<file path="config.mk">
export PLATFORM = sky130hd
export DESIGN_NAME = vntc_lattice
export DESIGN_NICKNAME = d
export VERILOG_FILES = /design/src/hw/rtl/vntc_pkg.sv /design/src/hw/rtl/vntc_lattice.sv
export SDC_FILE = /design/constraint.sdc
export NUM_CORES = 2
export LEC_CHECK = 0
export ABC_AREA = 1
export BUFFER_PORTS_ARGS = -buffer_cell sky130_fd_sc_hd__buf_4
export CAP_MARGIN = 40
export CORE_AREA = 2 2 448 339
export CTS_BUF_LIST = sky130_fd_sc_hd__clkbuf_2 sky130_fd_sc_hd__clkbuf_4 sky130_fd_sc_hd__clkbuf_8
export DETAILED_ROUTE_END_ITERATION = 16
export DIE_AREA = 0 0 450 341
export SYNTH_ARGS = -nofsm -noshare
export SYNTH_HDL_FRONTEND = slang
export SYNTH_SLANG_ARGS = --single-unit
</file>
<file path="constraint.sdc">
create_clock -name clock -period 15.1 [get_ports clock]
set_clock_uncertainty 0.1 [all_clocks]
set_input_delay 3.02 -clock clock [delete_from_list [all_inputs] [get_ports clock]]
set_output_delay 3.02 -clock clock [all_outputs]
set_load 0.005 [all_outputs]
</file>
<file path="src/hw/rtl/vntc_pkg.sv">
`default_nettype none
package vntc_pkg;
   localparam int CoordBitsDefault    = 24;
   localparam int FractionBitsDefault = 24;
   localparam int NoiseBits           = 27;
   localparam logic [31:0] Oct2Div    = 32'd2927419459;
   localparam logic [31:0] Oct2Half   = 32'd1463709729;

   typedef struct packed {
      logic signed [23:0] coord_x;
      logic signed [23:0] coord_y;
   } req_word_type;

   typedef struct packed {
      logic signed [26:0] noise_value;
      logic               is_wall;
   } rsp_word_type;
endpackage
`default_nettype wire

</file>
<file path="src/hw/rtl/vntc_lattice.sv">
`default_nettype none
// Pipelined lattice hash for one point: six register stages, one point per cycle.
module vntc_lattice
   import vntc_pkg::*;
#(
   parameter int OCTAVE        = 1,
   parameter int FRACTION_BITS = FractionBitsDefault
) (
   input  wire logic        clock,
   input  wire logic [31:0] pt_x,
   input  wire logic [31:0] pt_y,
   output logic signed [FRACTION_BITS+2:0] value
);
   localparam logic [31:0] MulY  = (OCTAVE == 1) ? 32'd57 : 32'd13;
   localparam logic [31:0] MulA  = (OCTAVE == 1) ? 32'd15731 : 32'd6113;
   localparam logic [31:0] AddB  = (OCTAVE == 1) ? 32'd789221 : 32'd8629;
   localparam logic [31:0] AddC  = (OCTAVE == 1) ? 32'd1376312589 : 32'd4599271;
   localparam int          Shift = (OCTAVE == 1) ? 13 : 17;
   localparam logic [63:0] Recip =
      ((64'd1 << (FRACTION_BITS + 32)) + 64'(Oct2Half)) / 64'(Oct2Div);

   logic [31:0] n_ff, n_in, nn_ff, n2_ff, poly_ff, t_ff, n3_ff;
   logic [32:0] h_in;
   logic [63:0] prod_lo_ff, prod_hi_ff;
   logic [31:0] s1_ff;
   logic [FRACTION_BITS:0] scaled;

   always_comb begin
      n_in = pt_x + pt_y * MulY;
      n_in = (n_in << Shift) ^ n_in;
   end

   always_ff @(posedge clock) begin
      n_ff    <= n_in;
      nn_ff   <= n_ff * n_ff;
      n2_ff   <= n_ff;
      poly_ff <= nn_ff * MulA + AddB;
      n3_ff   <= n2_ff;
      t_ff    <= n3_ff * poly_ff + AddC;
   end

   always_comb begin
      h_in = {t_ff[31], 3'b000, t_ff[28:0]};
   end

   // Split the reciprocal product into two partial products.
   always_ff @(posedge clock) begin
      prod_lo_ff <= 64'(h_in[15:0]) * Recip;
      prod_hi_ff <= 64'(h_in[32:16]) * Recip;
      s1_ff      <= 32'({1'b0, t_ff[30:0]} >> (30 - FRACTION_BITS));
   end

   always_comb begin
      if (OCTAVE == 1) begin
         scaled = s1_ff[FRACTION_BITS:0];
      end else begin
         scaled = (FRACTION_BITS+1)'(((prod_hi_ff << 16) + prod_lo_ff) >> 32);
      end
   end

   always_ff @(posedge clock) begin
      value <= $signed({2'b00, 1'b1, {FRACTION_BITS{1'b0}}})
             - $signed({2'b00, scaled});
   end
endmodule
`default_nettype wire

</file>
== Yosys cells after proc, flatten, opt, wreduce, memory -nomap -nowiden ==
Cells that the tools add are included.

* Register bits: 243
* Output and inout bits: 27

* Bitwise operators: 1
* Multiply operators: 4
* Add/sub/neg operators: 4

{| class="wikitable"
|+ Operators by type and width
! operator !! count
|-
| $add 32x20->32 const B || 1
|-
| $add 32x32->32 || 1
|-
| $mul 32x14->32 const B || 1
|-
| $mul 32x32->31 || 1
|-
| $mul 32x32->32 || 1
|-
| $mul 32x6->32 const B || 1
|-
| $xor 32x32->32 || 1
|-
| $add 31x31->31 const B || 1
|-
| $sub 25x25->26 const A || 1
|}

== Longest topological paths before layout ==
* Word-level depth: 3
* Depth in mapped cells: 34
* Depth with buffers taken out: 32

== Worst setup path after synthesis ==
No wires, ideal clock.

* Path type: reg2reg
* From: register n_ff[11]
* To: register nn_ff[27]
* Required time: 14.875 ns
* Data arrival time: 6.536 ns
* Cell stages (with the launch flop): 26
* Slack: 8.339 ns
* Cell sequence: dfxtp_1 > clkbuf_1 > buf_1 > nand2_1 > fa_1 > inv_1 > fa_1 > fa_1 > inv_1 > fa_1 > inv_1 > fa_1 > inv_1 > fa_1 > inv_1 > fa_1 > fa_1 > ha_1 > nand2_1 > nor4_1 > nand4_1 > nand3_1 > nand3_1 > nand2_1 > a31oi_1 > xor2_1

* Cells in the longest elaborated chain, start to end: 1

{| class="wikitable"
|+ Ends and longest elaborated chain
! what !! RTL line !! text
|-
| from (decl) || vntc_lattice.sv:22 || <nowiki>logic [31:0] n_ff, n_in, nn_ff, n2_ff, poly_ff, t_ff, n3_ff;</nowiki>
|-
| from (signal assigned) || vntc_lattice.sv:34 || <nowiki>n_ff <= n_in;</nowiki>
|-
| $mul 32x32->32 || vntc_lattice.sv:35 || <nowiki>nn_ff <= n_ff * n_ff;</nowiki>
|-
| to (signal assigned) || vntc_lattice.sv:35 ||
|-
| to (decl) || vntc_lattice.sv:22 ||
|}

No other way between the ends.

== Worst setup path after layout ==
* From: register poly_ff[5]
* To: register t_ff[30]

* Cells in the longest elaborated chain, start to end: 2

{| class="wikitable"
|+ Ends and longest elaborated chain
! what !! RTL line !! text
|-
| from (decl) || vntc_lattice.sv:22 ||
|-
| from (signal assigned) || vntc_lattice.sv:37 || <nowiki>poly_ff <= nn_ff * MulA + AddB;</nowiki>
|-
| $mul 32x32->31 || vntc_lattice.sv:39 || <nowiki>t_ff <= n3_ff * poly_ff + AddC;</nowiki>
|-
| $add 31x31->31 || vntc_lattice.sv:39 ||
|-
| to (signal assigned) || vntc_lattice.sv:39 ||
|-
| to (decl) || vntc_lattice.sv:22 ||
|}

No other way between the ends.

==> flow_summary.html <==
<table>
<tr><th>Metric</th><th>Value</th></tr>
<tr><th colspan="2">Run status</th></tr>
<tr><td>Outcome</td><td>finished clean</td></tr>
<tr><th colspan="2">CTS</th></tr>
<tr><td>Clk Tree Root Cell</td><td>sky130_fd_sc_hd__clkbuf_8</td></tr>
<tr><td>Clock input transition at the sequential cells of the worst setup and hold paths</td><td>0.06 ns</td></tr>
<tr><td>Clock buffers created by TritonCTS</td><td>39</td></tr>
<tr><td>Gates resized, CTS repair</td><td>0</td></tr>
<tr><td>CTS tree</td><td>built</td></tr>
<tr><td>Buffers inserted during post-CTS setup optimization</td><td>0</td></tr>
<tr><td>Count of hold buffers inserted by post-cts repair</td><td>0</td></tr>
<tr><td># clock sinks</td><td>between 200 and 250</td></tr>
<tr><td>Depth of the CTS H-tree</td><td>2</td></tr>
<tr><td>Bufs on Longest Clock Path</td><td>3</td></tr>
<tr><td>Clock latency reported for the late side of the worst-skew pair</td><td>~0.64 ns</td></tr>
<tr><th colspan="2">Setup path</th></tr>
<tr><td>Largest stage delay on the critical path</td><td>0.53 ns</td></tr>
<tr><td>Critical path data arrival time</td><td>8.04 ns</td></tr>
<tr><td>Critical path endpoint category</td><td>flop</td></tr>
<tr><td>Path type of the worst setup path</td><td>flop to flop</td></tr>
<tr><td>Worst reg2reg path depth</td><td>27</td></tr>
<tr><td>Cell family contributing the most delay on the critical path</td><td>adder cells</td></tr>
<tr><td>Critical path fanouts, max</td><td>22</td></tr>
<tr><td>Standard cell with the maximum stage delay on the critical path</td><td>sky130_fd_sc_hd__fa_1</td></tr>
<tr><td>Sort of element at the start of the critical path</td><td>flop</td></tr>
<tr><td>Worst endpoint required time</td><td>15.50 ns</td></tr>
<tr><td>CP dominant cell by count</td><td>sky130_fd_sc_hd__fa_1</td></tr>
<tr><td>Bufs and invs on worst path</td><td>7</td></tr>
<tr><td>Count of cell instances traversed by the critical path</td><td>27</td></tr>
<tr><th colspan="2">Global routing</th></tr>
<tr><td>Initial antenna violation count</td><td>6</td></tr>
<tr><td>Vias in the first global route</td><td>roughly 34k</td></tr>
<tr><td>Global-route wire length before repair</td><td>approximately 170,000 um</td></tr>
<tr><td>GR peak layer</td><td>met2</td></tr>
<tr><td>Met1 Resource Use GR</td><td>0.2051</td></tr>
<tr><td>Pin count of the biggest net entering global routing</td><td>34</td></tr>
<tr><td>GR Util All Layers</td><td>0.1399</td></tr>
<tr><td>Global routing met3 resource utilization</td><td>0.02440</td></tr>
<tr><td>Global routing met2 resource utilization</td><td>0.2200</td></tr>
<tr><td>Congestion Overflow GR</td><td>0</td></tr>
<tr><th colspan="2">Synthesis</th></tr>
<tr><td>Post-synthesis sequential area ratio</td><td>0.1025</td></tr>
<tr><td>Distinct cell type count of the synthesized netlist</td><td>51</td></tr>
<tr><td>Synthesized area per cell</td><td>between 8 and 9 um2</td></tr>
<tr><td>Cell area after synthesis</td><td>around 45,000 um2</td></tr>
<tr><td>Total of warnings raised by yosys</td><td>0</td></tr>
<tr><td>Gate count of the mapped netlist</td><td>5,193</td></tr>
<tr><td>Post-synthesis register bit count</td><td>about 230</td></tr>
<tr><th colspan="2">Finish</th></tr>
<tr><td>Most used cells in the layout excluding fill and tap cells</td><td>sky130_fd_sc_hd__inv_1, sky130_fd_sc_hd__nand2_1, sky130_fd_sc_hd__fa_1</td></tr>
<tr><td>Fraction of final layout cells sized beyond drive strength 1</td><td>0.04583</td></tr>
<tr><td>Number of nets in the final layout</td><td>around 6.7k</td></tr>
<tr><td>Diodes inserted</td><td>0</td></tr>
<tr><td>Most common cell after layout, fill and taps aside</td><td>sky130_fd_sc_hd__inv_1</td></tr>
<tr><td>Area Growth Syn to Fin</td><td>8.510%</td></tr>
<tr><th colspan="2">STA</th></tr>
<tr><td>Max Fclk</td><td>about 130 MHz</td></tr>
<tr><td>Final critical-path share of the clock period</td><td>0.5059</td></tr>
<tr><td>Final count of negative-setup-slack endpoints</td><td>0</td></tr>
<tr><td>Sum of negative setup slack</td><td>0 ns</td></tr>
<tr><td>Final period demand of the worst path</td><td>7.639 ns</td></tr>
<tr><td>Count of endpoints failing hold in the final timing report</td><td>0</td></tr>
<tr><td>Unrepaired setup endpoints after global routing</td><td>false</td></tr>
<tr><td>Max Slew Vio Count</td><td>0</td></tr>
<tr><td>Worst-margin pin slew</td><td>between 0.8 and 0.9 ns</td></tr>
<tr><td>Worst-case headroom to the max-slew limit</td><td>0.4004</td></tr>
<tr><th colspan="2">Worst hold path</th></tr>
<tr><td>Cell depth of the worst hold path</td><td>0</td></tr>
<tr><td>Path type of the worst min-delay path</td><td>flop to flop</td></tr>
<tr><th colspan="2">Die</th></tr>
<tr><td>Floorplan die height</td><td>about 340 um</td></tr>
<tr><td>Number of I/O pins</td><td>a little over 90</td></tr>
<tr><td>Effective utilization at floorplan</td><td>0.2990</td></tr>
<tr><td>FP Rows</td><td>123</td></tr>
<tr><td>Overall die width</td><td>roughly 450 um</td></tr>
<tr><td>CORE AREA</td><td>149,000 um2</td></tr>
<tr><td>Die Area</td><td>153,500 um2</td></tr>
<tr><th colspan="2">Run</th></tr>
<tr><td>Number of violations of the max-capacitance limit</td><td>0</td></tr>
<tr><th colspan="2">Place</th></tr>
<tr><td>Number of I/O port buffers</td><td>between 80 and 90</td></tr>
<tr><td>Post-detail-place hpwl</td><td>86,280 um</td></tr>
<tr><td>Final GP Congestion</td><td>between 0.8 and 0.9</td></tr>
<tr><th colspan="2">Drt</th></tr>
<tr><td>Overall routed net length</td><td>just over 100,000 um</td></tr>
<tr><td>Average vias per placed instance</td><td>between 4 and 5</td></tr>
<tr><td>DRC violation total after the first TritonRoute iteration</td><td>2,122</td></tr>
<tr><td>Via count</td><td>around 31k</td></tr>
<tr><td>Routed Antenna Nets</td><td>0</td></tr>
<tr><td>DRC violations left</td><td>0</td></tr>
<tr><td>Routed wire per std cell</td><td>14.12 um</td></tr>
<tr><td>Count of TritonRoute iterations in the first routing pass</td><td>5</td></tr>
</table>
-- layer usage --
metal | wire length (um) | part of all wire
met1 | 49480 | 0.48
met2 | 44170 | 0.43
met3 | 7773 | 0.076
met4 | 1078 | 0.011
met5 | 0 | 0
-- state kept, by name, indices dropped and copies added (netlist names) --
name     cells
t_ff        25
n3_ff       31
value       26
nn_ff       29
s1_ff       25
n2_ff       31
poly_ff     30
n_ff        31
-- cell families after synthesis --
family,Yosys count,synth area share
buffers and inverters,1823,0.1545
adder cells (fa/ha/maj),1401,0.5516
AND/OR/NAND/NOR,1262,0.1138
AO/OA/AOI/OAI,241,0.03047
XOR/XNOR,236,0.04707
flip-flops,228,0.1025
other,2,0.0001686
-- cells in the mapped netlist, drive strengths merged --
cell type | n | area (um2)
a211o | 1 | 8.760
a211oi | 4 | 30.03
a21boi | 3 | 26.28
a21o | 13 | 97.59
a21oi | 129 | 649.4
a221o | 1 | 10.01
a31o | 1 | 8.760
a31oi | 8 | 50.05
buf | 45 | 207.7
clkbuf | 91 | 342.8
conb | 2 | 7.510
dfxtp | 228 | 4564
fa | 938 | 18780
ha | 463 | 5793
inv | 1687 | 6332
nand2 | 1025 | 3862
nand3 | 77 | 390.4
nand3b | 10 | 75.07
nand4 | 19 | 118.9
nor2 | 89 | 346.6
nor3 | 19 | 116.4
nor4 | 12 | 90.09
o2111ai | 1 | 8.760
o211ai | 3 | 32.53
o21a | 2 | 15.01
o21ai | 64 | 335.3
o21bai | 9 | 67.56
o221ai | 2 | 17.52
or2 | 11 | 68.82
xnor2 | 95 | 847.1
xor2 | 141 | 1250
-- final cells by class --
cell class	count	area (um2)
Fill cell	15720	100600
Timing Repair Buffer	133	1021
Clock inverter	12	101.3
Clock buffer	55	706.9
Tap cell	2000	2502
Sequential cell	228	4567
Inverter	1687	6332
Multi-Input combinational cell	3144	33110
-- path summary, 6_finish.rpt --
kind | slack (ns) | startpoint | endpoint
min reg2reg | 0.20 | t_ff[15] | s1_ff[9]
max reg2reg | 7.46 | poly_ff[5] | t_ff[30]
max | 7.46 | poly_ff[5] | t_ff[30]
min | 0.20 | t_ff[15] | s1_ff[9]
-- stage by stage --
stage | util | setup WS [ns] | area [um2] | instances | hold slack [ns]
floorplan | - | 8.339 | 44560 | 5195 | 0.2096
global placement | 0.3188 | 7.605 | 47490 | 7189 | 0.2098
detailed placement | 0.3190 | 7.602 | 47520 | 7191 | 0.2121
CTS | 0.3244 | 7.565 | 48330 | 7258 | 0.1949
global route | 0.3245 | 7.118 | 48340 | 7259 | 0.2218
finish | 0.3245 | 7.461 | 48340 | 7259 | 0.2027
Power is left out: the tool's default activity adds up to more than one toggle a clock period on the data nets, which glitch-free logic cannot reach.
